### config.mk
export PLATFORM = sky130hd
export DESIGN_NAME = photon_event_packet_deframer
export DESIGN_NICKNAME = d
export VERILOG_FILES = /design/src/rtl/pedf_pkg.sv /design/src/rtl/pedf_front.sv /design/src/rtl/pedf_fifo.sv /design/src/rtl/pedf_back.sv /design/src/rtl/photon_event_packet_deframer.sv
export SDC_FILE = /design/constraint.sdc
export NUM_CORES = 1
export LEC_CHECK = 0
export ABC_CLOCK_PERIOD_IN_PS = 5500
export BUFFER_PORTS_ARGS = -buffer_cell sky130_fd_sc_hd__buf_2
export CAP_MARGIN = 5
export CORE_ASPECT_RATIO = 0.75
export CORE_MARGIN = 2
export CORE_UTILIZATION = 54
export CTS_CLUSTER_DIAMETER = 80
export CTS_CLUSTER_SIZE = 12
export DETAILED_ROUTE_END_ITERATION = 8
export PLACE_DENSITY = 0.76
export SYNTH_ARGS = -nofsm -noshare
export SYNTH_HDL_FRONTEND = slang
export SYNTH_SLANG_ARGS = --single-unit
### constraint.sdc
create_clock -name clk -period 5.5 [get_ports clk]
set_input_delay 0 -clock clk [delete_from_list [all_inputs] [get_ports clk]]
set_output_delay 0 -clock clk [all_outputs]
set_load 0.05 [all_outputs]
### src/rtl/pedf_pkg.sv
// Shared types, constants and helpers for the photon event packet deframer.
package pedf_pkg;

    localparam int WORD_W     = 16;
    localparam int COUNT_W    = 8;
    localparam int WIDTH_W    = 5;
    localparam int PADDR_W    = 4;
    localparam int PDATA_W    = 32;
    localparam int FIFO_DEPTH = 4;
    localparam int FIFO_AW    = $clog2(FIFO_DEPTH);
    localparam int FIFO_CW    = $clog2(FIFO_DEPTH + 1);

    localparam logic [COUNT_W-1:0] MAX_PHOTONS  = 8'd244;
    localparam logic [WORD_W-1:0]  HEADER_WORDS = 16'd3;
    localparam logic [WORD_W-1:0]  POS_MAX      = 16'hffff;

    // register index in paddr[3:2]
    localparam logic [1:0] REG_X_WIDTH     = 2'd0;
    localparam logic [1:0] REG_Y_WIDTH     = 2'd1;
    localparam logic [1:0] REG_PULSE_WIDTH = 2'd2;

    localparam logic [WIDTH_W-1:0] X_WIDTH_RST     = 5'd12;
    localparam logic [WIDTH_W-1:0] Y_WIDTH_RST     = 5'd12;
    localparam logic [WIDTH_W-1:0] PULSE_WIDTH_RST = 5'd8;

    localparam logic KIND_PHOTON  = 1'b0;
    localparam logic KIND_SUMMARY = 1'b1;

    typedef struct packed {
        logic [WORD_W-1:0] word;
        logic              end_of_packet;
    } in_item_t;

    typedef struct packed {
        logic               kind;
        logic [WORD_W-1:0]  x_coord;
        logic [WORD_W-1:0]  y_coord;
        logic [WORD_W-1:0]  pulse_height;
        logic [WORD_W-1:0]  packet_number;
        logic [COUNT_W-1:0] photons_delivered;
    } out_item_t;

    typedef struct packed {
        logic [WIDTH_W-1:0] x_width;
        logic [WIDTH_W-1:0] y_width;
        logic [WIDTH_W-1:0] pulse_width;
    } widths_t;

    // One queued word's worth of results: a photon, a summary, or both.
    typedef struct packed {
        logic               photon;
        logic               summary;
        logic [WORD_W-1:0]  x_coord;
        logic [WORD_W-1:0]  y_coord;
        logic [WORD_W-1:0]  pulse_height;
        logic [WORD_W-1:0]  packet_number;
        logic [COUNT_W-1:0] count;
    } entry_t;

    typedef struct packed {
        logic full;
        logic empty;
    } fifo_status_t;

    function automatic logic [WORD_W-1:0] width_mask(input logic [WIDTH_W-1:0] w);
        logic [WORD_W:0] one_hot;
        begin
            one_hot = (WORD_W+1)'(1) << w;
            if (w >= WIDTH_W'(WORD_W))
                width_mask = '1;
            else
                width_mask = WORD_W'(one_hot - (WORD_W+1)'(1));
        end
    endfunction

endpackage

### src/rtl/pedf_front.sv
// Front end: tracks packet position, masks fields and builds result entries.
module pedf_front (
    input  logic                 clk,
    input  logic                 rst_n,
    input  logic                 accept,
    input  pedf_pkg::in_item_t   in_data,
    input  pedf_pkg::widths_t    widths,
    output logic                 push,
    output pedf_pkg::entry_t     entry
);

    logic [pedf_pkg::WORD_W-1:0]  pos_reg, pos_next;
    logic [pedf_pkg::COUNT_W-1:0] limit_reg, limit_next;
    logic [pedf_pkg::WORD_W-1:0]  pid_reg, pid_next;
    logic [pedf_pkg::WORD_W-1:0]  hx_reg, hx_next;
    logic [pedf_pkg::WORD_W-1:0]  hy_reg, hy_next;
    logic [1:0]                   phase_reg, phase_next;
    logic [pedf_pkg::COUNT_W-1:0] emitted_reg, emitted_next;

    always_ff @(posedge clk or negedge rst_n) begin
        if (!rst_n) begin
            pos_reg     <= '0;
            limit_reg   <= '0;
            pid_reg     <= '0;
            hx_reg      <= '0;
            hy_reg      <= '0;
            phase_reg   <= '0;
            emitted_reg <= '0;
        end else begin
            pos_reg     <= pos_next;
            limit_reg   <= limit_next;
            pid_reg     <= pid_next;
            hx_reg      <= hx_next;
            hy_reg      <= hy_next;
            phase_reg   <= phase_next;
            emitted_reg <= emitted_next;
        end
    end

    always_comb begin
        logic [pedf_pkg::WORD_W-1:0] w;
        logic                        hit;
        w            = in_data.word;
        hit          = 1'b0;
        pos_next     = pos_reg;
        limit_next   = limit_reg;
        pid_next     = pid_reg;
        hx_next      = hx_reg;
        hy_next      = hy_reg;
        phase_next   = phase_reg;
        emitted_next = emitted_reg;

        if (accept) begin
            if (pos_reg == '0) begin
                limit_next   = (w > pedf_pkg::WORD_W'(pedf_pkg::MAX_PHOTONS)) ?
                               pedf_pkg::MAX_PHOTONS : w[pedf_pkg::COUNT_W-1:0];
                pid_next     = '0;
                emitted_next = '0;
                phase_next   = '0;
            end else if (pos_reg == pedf_pkg::WORD_W'(1)) begin
                pid_next = w;
            end else if (pos_reg >= pedf_pkg::HEADER_WORDS) begin
                case (phase_reg)
                    2'd0: begin
                        hx_next    = w;
                        phase_next = 2'd1;
                    end
                    2'd1: begin
                        hy_next    = w;
                        phase_next = 2'd2;
                    end
                    default: begin
                        if (emitted_reg < limit_reg) begin
                            emitted_next = emitted_reg + pedf_pkg::COUNT_W'(1);
                            hit          = 1'b1;
                        end
                        phase_next = '0;
                    end
                endcase
            end
            if (pos_reg != pedf_pkg::POS_MAX)
                pos_next = pos_reg + pedf_pkg::WORD_W'(1);
        end

        entry.photon        = hit;
        entry.summary       = in_data.end_of_packet;
        entry.x_coord       = hx_reg & pedf_pkg::width_mask(widths.x_width);
        entry.y_coord       = hy_reg & pedf_pkg::width_mask(widths.y_width);
        entry.pulse_height  = w & pedf_pkg::width_mask(widths.pulse_width);
        entry.packet_number = pid_next;
        entry.count         = emitted_next;
        push                = accept && (hit || in_data.end_of_packet);

        // last word: everything back to the start of a packet
        if (accept && in_data.end_of_packet) begin
            pos_next     = '0;
            limit_next   = '0;
            pid_next     = '0;
            hx_next      = '0;
            hy_next      = '0;
            phase_next   = '0;
            emitted_next = '0;
        end
    end

endmodule

### src/rtl/pedf_fifo.sv
// Short entry queue between the front end and the output stage.
module pedf_fifo (
    input  logic                    clk,
    input  logic                    rst_n,
    input  logic                    push,
    input  pedf_pkg::entry_t        push_data,
    input  logic                    pop,
    output pedf_pkg::entry_t        pop_data,
    output pedf_pkg::fifo_status_t  status
);

    pedf_pkg::entry_t               mem [pedf_pkg::FIFO_DEPTH];
    logic [pedf_pkg::FIFO_AW-1:0]   wr_ptr_reg, wr_ptr_next;
    logic [pedf_pkg::FIFO_AW-1:0]   rd_ptr_reg, rd_ptr_next;
    logic [pedf_pkg::FIFO_CW-1:0]   count_reg, count_next;

    always_ff @(posedge clk) begin
        if (push)
            mem[wr_ptr_reg] <= push_data;
    end

    always_ff @(posedge clk or negedge rst_n) begin
        if (!rst_n) begin
            wr_ptr_reg <= '0;
            rd_ptr_reg <= '0;
            count_reg  <= '0;
        end else begin
            wr_ptr_reg <= wr_ptr_next;
            rd_ptr_reg <= rd_ptr_next;
            count_reg  <= count_next;
        end
    end

    always_comb begin
        wr_ptr_next = push ? wr_ptr_reg + pedf_pkg::FIFO_AW'(1) : wr_ptr_reg;
        rd_ptr_next = pop  ? rd_ptr_reg + pedf_pkg::FIFO_AW'(1) : rd_ptr_reg;
        count_next  = count_reg;
        if (push && !pop)
            count_next = count_reg + pedf_pkg::FIFO_CW'(1);
        else if (pop && !push)
            count_next = count_reg - pedf_pkg::FIFO_CW'(1);
    end

    assign pop_data     = mem[rd_ptr_reg];
    assign status.full  = (count_reg == pedf_pkg::FIFO_CW'(pedf_pkg::FIFO_DEPTH));
    assign status.empty = (count_reg == '0);

endmodule

### src/rtl/pedf_back.sv
// Output stage: each entry gives a photon word, a summary word or both, photon first.
module pedf_back (
    input  logic                    clk,
    input  logic                    rst_n,
    input  pedf_pkg::entry_t        head,
    input  logic                    head_valid,
    output logic                    pop,
    output logic                    out_valid,
    input  logic                    out_ready,
    output pedf_pkg::out_item_t     out_data
);

    pedf_pkg::entry_t cur_reg;
    logic             photon_pend_reg, photon_pend_next;
    logic             summary_pend_reg, summary_pend_next;
    logic             last_word;

    always_ff @(posedge clk) begin
        if (pop)
            cur_reg <= head;
    end

    always_ff @(posedge clk or negedge rst_n) begin
        if (!rst_n) begin
            photon_pend_reg  <= 1'b0;
            summary_pend_reg <= 1'b0;
        end else begin
            photon_pend_reg  <= photon_pend_next;
            summary_pend_reg <= summary_pend_next;
        end
    end

    always_comb begin
        out_valid         = photon_pend_reg || summary_pend_reg;
        last_word         = photon_pend_reg ^ summary_pend_reg;
        pop               = head_valid && (!out_valid || (out_ready && last_word));
        photon_pend_next  = photon_pend_reg;
        summary_pend_next = summary_pend_reg;
        if (out_valid && out_ready) begin
            if (photon_pend_reg)
                photon_pend_next = 1'b0;
            else
                summary_pend_next = 1'b0;
        end
        if (pop) begin
            photon_pend_next  = head.photon;
            summary_pend_next = head.summary;
        end
    end

    always_comb begin
        out_data.kind              = photon_pend_reg ? pedf_pkg::KIND_PHOTON
                                                     : pedf_pkg::KIND_SUMMARY;
        out_data.x_coord           = photon_pend_reg ? cur_reg.x_coord : '0;
        out_data.y_coord           = photon_pend_reg ? cur_reg.y_coord : '0;
        out_data.pulse_height      = photon_pend_reg ? cur_reg.pulse_height : '0;
        out_data.packet_number     = cur_reg.packet_number;
        out_data.photons_delivered = cur_reg.count;
    end

endmodule

### src/rtl/photon_event_packet_deframer.sv
// Top level of the photon event packet deframer: config registers and datapath.
//
// Usage:
//   in_*  : one 16-bit packet word per handshake, end_of_packet on the last
//           word. Word 0 is the photon count (clamped to 244), word 1 the
//           packet number, word 2 is skipped, then x / y / pulse triples.
//   out_* : a photon word (kind 0) when a triple completes within the
//           clamped count; a summary word (kind 1) after the last word.
//           A word that completes a photon and ends the packet gives both,
//           photon first.
//   APB   : x_width at 0x0, y_width at 0x4, pulse_width at 0x8 (5 bits each,
//           reset 12 / 12 / 8). Write only while the block is idle.
// Throughput: one input word per cycle while the queue is not full; output
//   one word per cycle while out_ready is high.
// Path: front end -> 4-entry queue -> output register.
// Stall: when out_ready is low the queue fills; in_ready drops only when
//   all four queue entries are taken, so words keep flowing across short
//   output stalls.
// Reset: packet state and queue are empty, the next word is taken as word 0.
module photon_event_packet_deframer (
    input  logic                              clk,
    input  logic                              rst_n,
    input  logic                              in_valid,
    output logic                              in_ready,
    input  pedf_pkg::in_item_t                in_data,
    output logic                              out_valid,
    input  logic                              out_ready,
    output pedf_pkg::out_item_t               out_data,
    input  logic                              psel,
    input  logic                              penable,
    input  logic                              pwrite,
    input  logic [pedf_pkg::PADDR_W-1:0]      paddr,
    input  logic [pedf_pkg::PDATA_W-1:0]      pwdata,
    output logic [pedf_pkg::PDATA_W-1:0]      prdata,
    output logic                              pready
);

    // ---------------- configuration registers ----------------
    logic [pedf_pkg::WIDTH_W-1:0] x_width_reg, y_width_reg, pulse_width_reg;
    logic                         cfg_wr;
    logic [1:0]                   reg_idx;
    pedf_pkg::widths_t            widths;

    assign pready  = 1'b1;
    assign reg_idx = paddr[3:2];
    assign cfg_wr  = psel && penable && pwrite;

    always_ff @(posedge clk or negedge rst_n) begin
        if (!rst_n) begin
            x_width_reg     <= pedf_pkg::X_WIDTH_RST;
            y_width_reg     <= pedf_pkg::Y_WIDTH_RST;
            pulse_width_reg <= pedf_pkg::PULSE_WIDTH_RST;
        end else if (cfg_wr) begin
            case (reg_idx)
                pedf_pkg::REG_X_WIDTH:     x_width_reg     <= pwdata[pedf_pkg::WIDTH_W-1:0];
                pedf_pkg::REG_Y_WIDTH:     y_width_reg     <= pwdata[pedf_pkg::WIDTH_W-1:0];
                pedf_pkg::REG_PULSE_WIDTH: pulse_width_reg <= pwdata[pedf_pkg::WIDTH_W-1:0];
                default: ;  // unmapped, ignored
            endcase
        end
    end

    always_comb begin
        case (reg_idx)
            pedf_pkg::REG_X_WIDTH:     prdata = pedf_pkg::PDATA_W'(x_width_reg);
            pedf_pkg::REG_Y_WIDTH:     prdata = pedf_pkg::PDATA_W'(y_width_reg);
            pedf_pkg::REG_PULSE_WIDTH: prdata = pedf_pkg::PDATA_W'(pulse_width_reg);
            default:                   prdata = '0;
        endcase
    end

    assign widths.x_width     = x_width_reg;
    assign widths.y_width     = y_width_reg;
    assign widths.pulse_width = pulse_width_reg;

    // ---------------- datapath ----------------
    logic                   in_acc;
    logic                   push;
    logic                   pop;
    pedf_pkg::entry_t       push_entry;
    pedf_pkg::entry_t       head_entry;
    pedf_pkg::fifo_status_t fifo_st;

    // Front end runs whenever the queue has a free slot.
    assign in_ready = !fifo_st.full;
    assign in_acc   = in_valid && in_ready;

    pedf_front u_front (
        .clk     (clk),
        .rst_n   (rst_n),
        .accept  (in_acc),
        .in_data (in_data),
        .widths  (widths),
        .push    (push),
        .entry   (push_entry)
    );

    pedf_fifo u_fifo (
        .clk       (clk),
        .rst_n     (rst_n),
        .push      (push),
        .push_data (push_entry),
        .pop       (pop),
        .pop_data  (head_entry),
        .status    (fifo_st)
    );

    pedf_back u_back (
        .clk        (clk),
        .rst_n      (rst_n),
        .head       (head_entry),
        .head_valid (!fifo_st.empty),
        .pop        (pop),
        .out_valid  (out_valid),
        .out_ready  (out_ready),
        .out_data   (out_data)
    );

    // ---------------- assertions ----------------
    // While work is queued, the output holds a valid word on the next cycle.
    a_queue_drains: assert property (@(posedge clk) disable iff (!rst_n)
        !fifo_st.empty |=> out_valid)
        else $error("queued entry not presented at output");

    // The last word of a packet always leaves a summary queued.
    a_eop_queued: assert property (@(posedge clk) disable iff (!rst_n)
        in_acc && in_data.end_of_packet |=> !fifo_st.empty)
        else $error("end of packet lost");

    // Delivered count never passes the clamp.
    a_count_clamp: assert property (@(posedge clk) disable iff (!rst_n)
        out_valid |-> out_data.photons_delivered <= pedf_pkg::MAX_PHOTONS)
        else $error("photon count above clamp");

endmodule
# Word level (Yosys, flattened, before mapping)
# Memory sizes are Yosys's and may differ from the RTL's.
# Index checks and enable logic that the tools add are counted.
[totals]
regBits = 178
latch_bits = 0
ram_bits = 296
romBits = 0
input_bits = 60
out_inout_bits = 108
elab_cells = 153
mem_count = 1
[mem_list]
columns = ["name", "words", "width", "rd", "rd_clocked_by_memory_dff", "wr", "line_no", "rtl"]
rows = [
  ["u_fifo.mem", 4, 74, 1, 0, 1, "pedf_fifo.sv:12", "pedf_pkg::entry_t mem [pedf_pkg::FIFO_DEPTH];"],
]
[op_classes]
addsub = 9
mul = 0
n_div = 0
magnitude_cmp = 6
eq_ne = 10
shift = 3
muxes = 59
n_bitwise = 4
reduce_logical = 41
[ops]
columns = ["operator", "count"]
rows = [
  ["two-way mux 16 bit", 25],
  ["two-way mux 8 bit", 11],
  ["AND 16 bit", 3],
  ["left shift 1 x 5 -> 16 bit, first input constant", 3],
  ["subtractor 16 x 1 -> 16 bit, second input constant", 3],
  ["adder 16 x 1 -> 16 bit, second input constant", 1],
  ["equality test 16 x 1 -> 1 bit, second input constant", 1],
  ["greater-or-equal comparator 16 x 2 -> 1 bit, second input constant", 1],
  ["greater-than comparator 16 x 8 -> 1 bit, second input constant", 1],
  ["logical NOT 16 bit", 1],
  ["inequality test 16 bit, second input constant", 1],
  ["nonzero test 2 bit", 8],
  ["greater-or-equal comparator 5 bit, second input constant", 3],
  ["one-hot mux 5 bit (3 select lines)", 1],
  ["two-way mux 1 bit", 14],
  ["AND reduction 2 bit", 6],
  ["logical AND 1 bit", 10],
  ["two-way mux 2 bit", 5],
  ["AND reduction 5 bit", 2],
  ["adder 8 x 1 -> 8 bit, second input constant", 1],
  ["less-than comparator 8 bit", 1],
  ["two-way mux 3 bit", 2],
  ["inequality test 2 bit, second input constant", 3],
  ["logical NOT 1 bit", 5],
  ["other kinds (15)", 20],
]

# Logic depth before layout (Yosys ltp)
# Gate-level depths: netlist (run 1).
[depth]
word_depth = 13
depth_mapped = 13
mapped_depth_nobuf = 13

# Cells and area by module
# Synthesis (run 1) repeated with hierarchy kept, for this count alone.
[unflattened]
hier_cells = 1291
hier_area_um2 = 20236.9
[modules_own_cells]
columns = ["mod", "n_inst", "cells_each", "area_per_inst_um2", "seq_area_each_um2"]
rows = [
  ["pedf_fifo", 1, 421, 11116.9, 9063.7],
  ["pedf_front", 1, 622, 5367.6, 2052.0],
  ["pedf_back", 1, 163, 2802.7, 2212.1],
  ["photon_event_packet_deframer", 1, 85, 949.7, 381.6],
]

# Worst setup path after synthesis (run 1)
# Ideal clock, no wire load.
[synth_path]
kind = "register -> register"
from = "register u_back.photon_pend_reg"
to = "register u_fifo.count_reg[1] (netlist bit)"
setup_ns = 0.125
arrival_time_ns = 5.685
t_required_ns = 5.375
setup_slack_ns = -0.309
stages_incl_launch_ff = 11
n_path_buf = 1
period_less_slack_ns = 5.809
path_cell_list = "dfrtp_1 clkbuf_1 inv_1 ha_1 a21oi_1 nor2_1 inv_1 ha_1 inv_1 fa_1 mux2_2"
[synth_between]
elab_chain_len = 7
word_cells_on_any_way = 11
cone_classes = "mux: 1; bitwise: 1; reduce/logical: 9"
[synth_rtl]
columns = ["element", "line_no", "rtl"]
rows = [
  ["start, declared", "pedf_back.sv:14", "logic photon_pend_reg, photon_pend_next;"],
  ["start signal, assigned", "pedf_back.sv:28", "photon_pend_reg <= photon_pend_next;"],
  ["XOR 1 bit / logical OR 1 bit (equally long branches)", "pedf_back.sv:35, pedf_back.sv:34", ""],
  ["logical AND 1 bit / logical NOT 1 bit (equally long branches)", "pedf_back.sv:36", "pop = head_valid && (!out_valid || (out_ready && last_word));"],
  ["logical OR 1 bit (*)", "pedf_back.sv:36", ""],
  ["logical AND 1 bit (*)", "pedf_back.sv:36", ""],
  ["via pop", "photon_event_packet_deframer.sv:79", "logic pop;"],
  ["logical NOT 1 bit (*)", "pedf_fifo.sv:38", "if (push && !pop)"],
  ["logical AND 1 bit (*)", "pedf_fifo.sv:38", ""],
  ["two-way mux 3 bit (*)", "pedf_fifo.sv:38", ""],
  ["via u_fifo.count_next, one bit", "pedf_fifo.sv:15", "logic [pedf_pkg::FIFO_CW-1:0] count_reg, count_next;"],
  ["end signal, assigned", "pedf_fifo.sv:30", "count_reg <= count_next;"],
  ["end, declared", "pedf_fifo.sv:15", ""],
]
# The timed path passes the listed nets; every way through them passes the cells marked *.
# A chain may end at the register's enable or synchronous reset.

# Worst setup path in the final report (run 1)
[layout_path]
from = "register u_front.emitted_reg[2] (netlist bit)"
to = "memory u_fifo.mem[1][20] (netlist bit) (enable)"
[layout_between]
elab_chain_len = 11
[layout_rtl]
columns = ["element", "line_no", "rtl"]
rows = [
  ["start, declared", "pedf_front.sv:18", "logic [pedf_pkg::COUNT_W-1:0] emitted_reg, emitted_next;"],
  ["start signal, assigned", "pedf_front.sv:36", "emitted_reg <= emitted_next;"],
  ["less-than comparator 8 bit", "pedf_front.sv:73", "if (emitted_reg < limit_reg) begin"],
  ["two-way mux 1 bit", "pedf_front.sv:73", ""],
  ["two-way mux 1 bit", "pedf_front.sv:63", "case (phase_reg)"],
  ["two-way mux 1 bit", "pedf_front.sv:62", "end else if (pos_reg >= pedf_pkg::HEADER_WORDS) begin"],
  ["two-way mux 1 bit", "pedf_front.sv:60", "end else if (pos_reg == pedf_pkg::WORD_W'(1)) begin"],
  ["two-way mux 1 bit", "pedf_front.sv:54", "if (pos_reg == '0) begin"],
  ["two-way mux 1 bit", "pedf_front.sv:53", "if (accept) begin"],
  ["logical OR 1 bit", "pedf_front.sv:92", "push = accept && (hit || in_data.end_of_packet);"],
  ["logical AND 1 bit", "pedf_front.sv:92", ""],
  ["two-way mux 1 bit", "pedf_fifo.sv:18", "if (push)"],
  ["two-way mux 1 bit (not written as such)", "pedf_fifo.sv:19", "mem[wr_ptr_reg] <= push_data;"],
  ["end, declared", "pedf_fifo.sv:12", ""],
]
# No other way between the ends.

==> results of run 1 <==
worst max path at each step:
stage	start	to	slack, ns	depth (start not counted)
detailed placement	u_front.emitted_reg[2]	u_fifo.mem[0][17]	1.91	7
global route	u_front.emitted_reg[2]	u_fifo.mem[0][22]	1.72	7
CTS	u_front.emitted_reg[2]	u_fifo.mem[0][8]	1.91	7
finish	u_front.emitted_reg[2]	u_fifo.mem[1][20]	1.94	7
global placement	u_front.emitted_reg[2]	u_fifo.mem[1][17]	1.92	7
floorplan	u_front.emitted_reg[3]	u_fifo.mem[0][0]	0.27	6
metal layers:
metal  vias up  GRT usage [%]  share of wire [%]
met2       424          34.42                 48
met1      5878          29.74                 43
met4         0          7.019                2.7
met5         -              0                  0
met3        80          3.216                5.6
li1       5201              -                  -
cells in the mapped netlist (4+ instances only):
library cell  instances
nor2b_1              16
buf_4                55
dfrtp_1             101
buf_6                 4
and3_1                6
nor4_1                8
a21boi_0             16
a211oi_1              8
inv_1                36
buf_1                11
edfxtp_1            368
nand2_1              85
nand2b_1             10
o31ai_1               5
o21a_1                6
buf_2                16
a31oi_1               7
dfstp_2               5
o21ai_0              62
nand3_1              59
ha_1                 20
nand4_1               6
a21oi_1              30
mux2_2               13
nor3_1                8
xnor2_1              19
or3_1                11
o31a_1                6
clkbuf_1             44
nor2_1               89
and2_1               61
mux4_2               74
mux2i_1              41
critical path, cell delays in order, from the launching register on:
cell and delay [ns]:
dfrtp_1 0.46, ha_1 0.32, or3_1 0.34, a21oi_1 0.29
o31a_1 0.26, a21oi_1 0.29, nor2_4 0.34, buf_4 0.83
layout by cell type (no fill, tap or decap), drive strengths merged, types with 10 or more instances in the layout:
cell type and instances:
nor2b 16, o21ai 62, nor4 12, buf 127, a21boi 16, dfrtp 101
a21oi 31, and2 61, clkbuf 81, xnor2 19, dlygate4sd3 29, mux4 74
conb 28, inv 37, ha 20, mux2 13, nand2b 10, edfxtp 368
mux2i 41, nand2 86, or3 11, nand3 59, nor2 89
power breakdown:
| group | internal, mW | leakage, nW | switching [mW] |
|---|---|---|---|
| combinational | 1.20 | 2.77 | 2.56 |
| sequential | 4.93 | 4.86 | 0.428 |
| clock | 1.58 | 0.629 | 1.28 |
| total | 7.71 | 8.26 | 4.26 |
cells by family (layout without fill, tap and decap cells):
| logic type | after synthesis | after routing | share of synthesized area, % |
|---|---|---|---|
| other | 2 | 28 | 0.03694 |
| XOR/XNOR | 22 | 22 | 0.9478 |
| flip-flops | 474 | 474 | 67.43 |
| buffers and inverters | 167 | 276 | 4.351 |
| AO/OA/AOI/OAI | 166 | 166 | 5.361 |
| multiplexers | 128 | 128 | 10.94 |
| AND/OR/NAND/NOR | 381 | 381 | 9.607 |
| adder cells (fa/ha/maj) | 21 | 21 | 1.329 |
metrics by stage:
stage | hold slack, ns | total power, mW | cell area, sq um
global placement | 0.1392 | 9.058 | 21030
detailed placement | 0.1409 | 9.185 | 21030
global route | 0.05598 | 12.52 | 22650
CTS | 0.01858 | 12.06 | 22650
floorplan | -0.2956 | 8.354 | 20430
finish | 0.03769 | 11.97 | 22650
area by class of cell:
class,instances,share of cell area (%)
inverters,36,0.5966
multi-input cells,746,25.92
clock inverters,3,0.1989
repair buffers,156,4.287
well taps,504,2.784
flip-flops and latches,474,60.55
clock buffers,81,5.662
timing repair:
| item | 4_1_cts | 5_1_grt |
|---|---|---|
| hold buffers | 29 | 0 |
| resized for setup | 0 | 0 |
| endpoints found under the hold margin | 189 | 0 |
==> results.cfg, run 1 <==
[clocking]
htree_levels = 2
cts.clk_slew.worst_paths_ns = 0.06
cts_tree = built
cts-root-buf = clkbuf_16
insertion_delay_ns = 0.56
cts.sinks = 474
cts_setup_buffers = 0
cts.path.max_buffers = 3
cts_buffers = 45

[floorplanning]
fp.coreArea_sq_mm = 0.03709
pin_count = 168
die_x_um = 228.1
die_y_um = 172.0
rows = 61
start_util_pct = 54.81
dieArea_sq_mm = 0.03923

[critical_path]
reg2reg_from = u_front.emitted_reg[2]
regToRegEndpoint = u_fifo.mem[1][20]
r2r_cells = 7
cp-end-kind = register
arrival_ns = 3.74
reg2reg_slack_ns = 1.94
crit_fanout = 67
critPathLaunchType = register
path_class = register to register
required_ns = 5.68

[global_routing]
grt_first_pass_wirelength_mm = 63.99
grt_pass1_vias = 11250
track_usage_pct = 21.14
grt.overflow.total = 0
grt_max_degree = 68
antenna_found_initial = 0

[layout]
multiInputGateArea_sq_mm = 0.005872
final_cells = 2000
diodes = 0
syn_to_final_growth_pct = 11.41
largest_register_ffs = 296
register_area_sq_mm = 0.01371
nFillCells = 2692
fin_nets = 1540
post_route_cells_drive_above_1_share_pct = 19.59
final_util_pct = 61.06

[synth]
synth_edf_count = 368
synth_top_area_share_pct = 54.35
synthesis.area_sq_mm = 0.02033
async_reset_ff_share_pct = 22.36
synth_area_leaders = edfxtp_1, dfrtp_1, mux4_2, buf_4, mux2i_1
ys.warnings.count = 0
synth.distinct_cells = 71
synth_seq_cells = 474
ys_seq_area_share_pct = 67.43
yosysTopAreaCell = edfxtp_1
syn_inst = 1361
synth.avg_cell_area_sq_um = 14.94
ys.flop_type = edfxtp_1

[routing]
vias = 11580
wl_per_cell_um = 20.77
drt_wl_total_mm = 41.55
drc = 0
via_per_inst = 5.792
first_iter_violations = 1436
dr.pass1.iters = 7
ant_nets = 0

[job]
drv_cap = 0

[power]
power.density_mw_per_mm2 = 528.3
vdd_drop_max_mv = 0.2827
power.leakage_nw = 8.260

[timing]
rsz0062_at_grt = no
fmax_mhz = 280.8
tightest_slew_ns = 1.205
tns_ns = 0
slew_viol_final = 0
setup_violations = 0
hold_viol = 0
setup_slack_ns = 1.938
finClkSkew_ns = 0.01765
slew_headroom_pct = 19.67
fin_crit_ns = 3.562
fin_crit_sh_pct = 64.75

[hold_path]
min_from = paddr[2]
holdPathEnd = y_width_reg[3]
min-delay-path-class = input pin to register
hold_path_depth = 3

[place]
dp_cells = 1887
portBuffers = 110
place_hpwl_mm = 25.34
dpl_worst_slack_ns = 1.913
globalplace.congestion = 0.8664

[run_status]
outcome = finished, final reports clean
No activity file was read; power rests on OpenSTA's default activity.
==> inputs of run 2 (changes only) <==
- ABC_CLOCK_PERIOD_IN_PS: 5500 -> 3170
- clock period: 5.5 -> 3.17 ns (I/O delays scaled with it)
==> results.cfg, run 2 (same netlist as run 1, synthesis figures left out) <==
[place]
portBuffers = 110
place_hpwl_mm = 25.89
dpl_worst_slack_ns = 0.1666
globalplace.congestion = 0.8938

[job]
drv_cap = 0

[critical_path]
reg2reg_slack_ns = 0.15
critPathMaxStageDelay_ns = 0.55
crit_buf_inv = 1
required_ns = 3.65
arrival_ns = 3.49
cp-end-kind = register
crit_slowest_cell = or4_4
crit_fanout = 5
path_class = register to register
critPathLaunchType = register
cp_cell_sequence = ha_1 > or4_4 > a21oi_4 > o31a_1 > a21oi_4 > nor2_2 > ha_2 > inv_2 > fa_1 > xor2_1 > nor2_1 > xor2_1
worst_path_dominant_cell_family = adder cells

[layout]
diodes = 0
final_util_pct = 61.99
multiInputGateArea_sq_mm = 0.005907
fin_nets = 1559
layout_common_cells = edfxtp_1, buf_2, dfrtp_1
register_area_sq_mm = 0.01371
largest_register_ffs = 296
final_common_cell = edfxtp_1
post_route_cells_drive_above_1_share_pct = 20.92
nFillCells = 2699
syn_to_final_growth_pct = 13.10

[routing]
drc = 0
vias = 11580
wl_per_cell_um = 20.86
via_per_inst = 5.737
ant_nets = 0
dr.pass1.iters = 6
drt_wl_total_mm = 42.11
first_iter_violations = 1204

[timing]
finClkSkew_ns = 0.02487
tns_ns = 0
whs_ns = 0.03659
fmax_mhz = 331.5
fin_crit_sh_pct = 95.17
rsz0062_at_grt = no
setup_slack_ns = 0.1532
slew_headroom_pct = 37.89
hold_viol = 0
tightest_slew_ns = 0.9082
slew_viol_final = 0
fin_crit_ns = 3.017
setup_violations = 0

[clocking]
cts_tree = built
cts.path.max_buffers = 3
htree_levels = 2
insertion_delay_ns = 0.57
cts-root-buf = clkbuf_16
cts.sinks = 474
cts_setup_buffers = 0
cts_buffers = 45
cts.clk_slew.worst_paths_ns = 0.06

[floorplanning]
start_util_pct = 54.81
pin_count = 168
dieArea_sq_mm = 0.03923
fp.coreArea_sq_mm = 0.03709
die_x_um = 228.1
die_y_um = 172.0
rows = 61

[global_routing]
grt_first_pass_wirelength_mm = 65.74
grt_pass1_vias = 11410
met3_usage_pct = 3.958
grt.overflow.total = 0
busiest_layer = met2
groute.layer.met2.usage_pct = 35.23
antenna_found_initial = 0
track_usage_pct = 21.80
grt_max_degree = 78
gr-usage-met1_pct = 30.51

[run_status]
outcome = finished, final reports clean

[power]
total_power_mw = 21.02
power.density_mw_per_mm2 = 914.0
vdd_drop_max_mv = 0.6530
power.leakage_nw = 8.400

[hold_path]
min-delay-path-class = input pin to register
run 2: changes by cell type in the layout (fill, tap and decap cells not counted), sizes merged:
cell / before / now
buf: 127 / 143
dlygate4sd3: 29 / 32
run 2: layout make-up:
cell class | count | area share, %
clock buffer | 81 | 5.578
clock inverter | 3 | 0.1959
inverter | 36 | 0.6203
multi-input combinational | 746 | 25.69
sequential | 474 | 59.65
tap | 504 | 2.743
timing repair buffer | 175 | 5.529
run 2: tightest hold or removal path, cell delays in order:
cell,delay [ns]
buf_2,0.10
nand3_1,0.13
nor3b_1,0.16
nand2_1,0.10
o21ai_0,0.07
run 2: worst paths after layout:
kind | start | end | cells after the start
hold / removal | pwrite | pulse_width_reg[4] | 5
hold reg to reg | u_front.hy_reg[0] | u_front.hy_reg[0] | 2
setup / recovery | u_front.emitted_reg[3] | u_fifo.count_reg[2] | 12
setup reg to reg | u_front.emitted_reg[3] | u_fifo.count_reg[2] | 12
min in group asynchronous | rst_n | u_front.pos_reg[6] | 2
max in group asynchronous | rst_n | u_fifo.rd_ptr_reg[0] | 3
run 2: report_power, final:
group          switching [mW]  total (mW)  internal, mW
logic                    4.52        6.80          2.28
clock network            2.23        4.97          2.74
registers               0.700        9.24          8.54
total                    7.45        21.0          13.6
run 2: per-stage QoR:
| step | instance area, sq um | cells |
|---|---|---|
| after global placement | 21340 | 1903 |
| after CTS | 22990 | 2019 |
| after floorplan | 20510 | 1387 |
| final | 22990 | 2019 |
| after global routing | 22990 | 2019 |
| after detailed placement | 21340 | 1903 |
run 2: timing repair:
item | in CTS | in global routing
hold buffers | 32 | 0
setup endpoints to repair | 0 | 1
resized for setup | 0 | 1
hold endpoints to repair | 188 | 0
run 2: layer usage:
metal  part of all wire, %  vias up
li1                      -     5246
met1                    43     5830
met2                    48      425
met3                   6.2       81
met4                   2.6        0
met5                     0        -
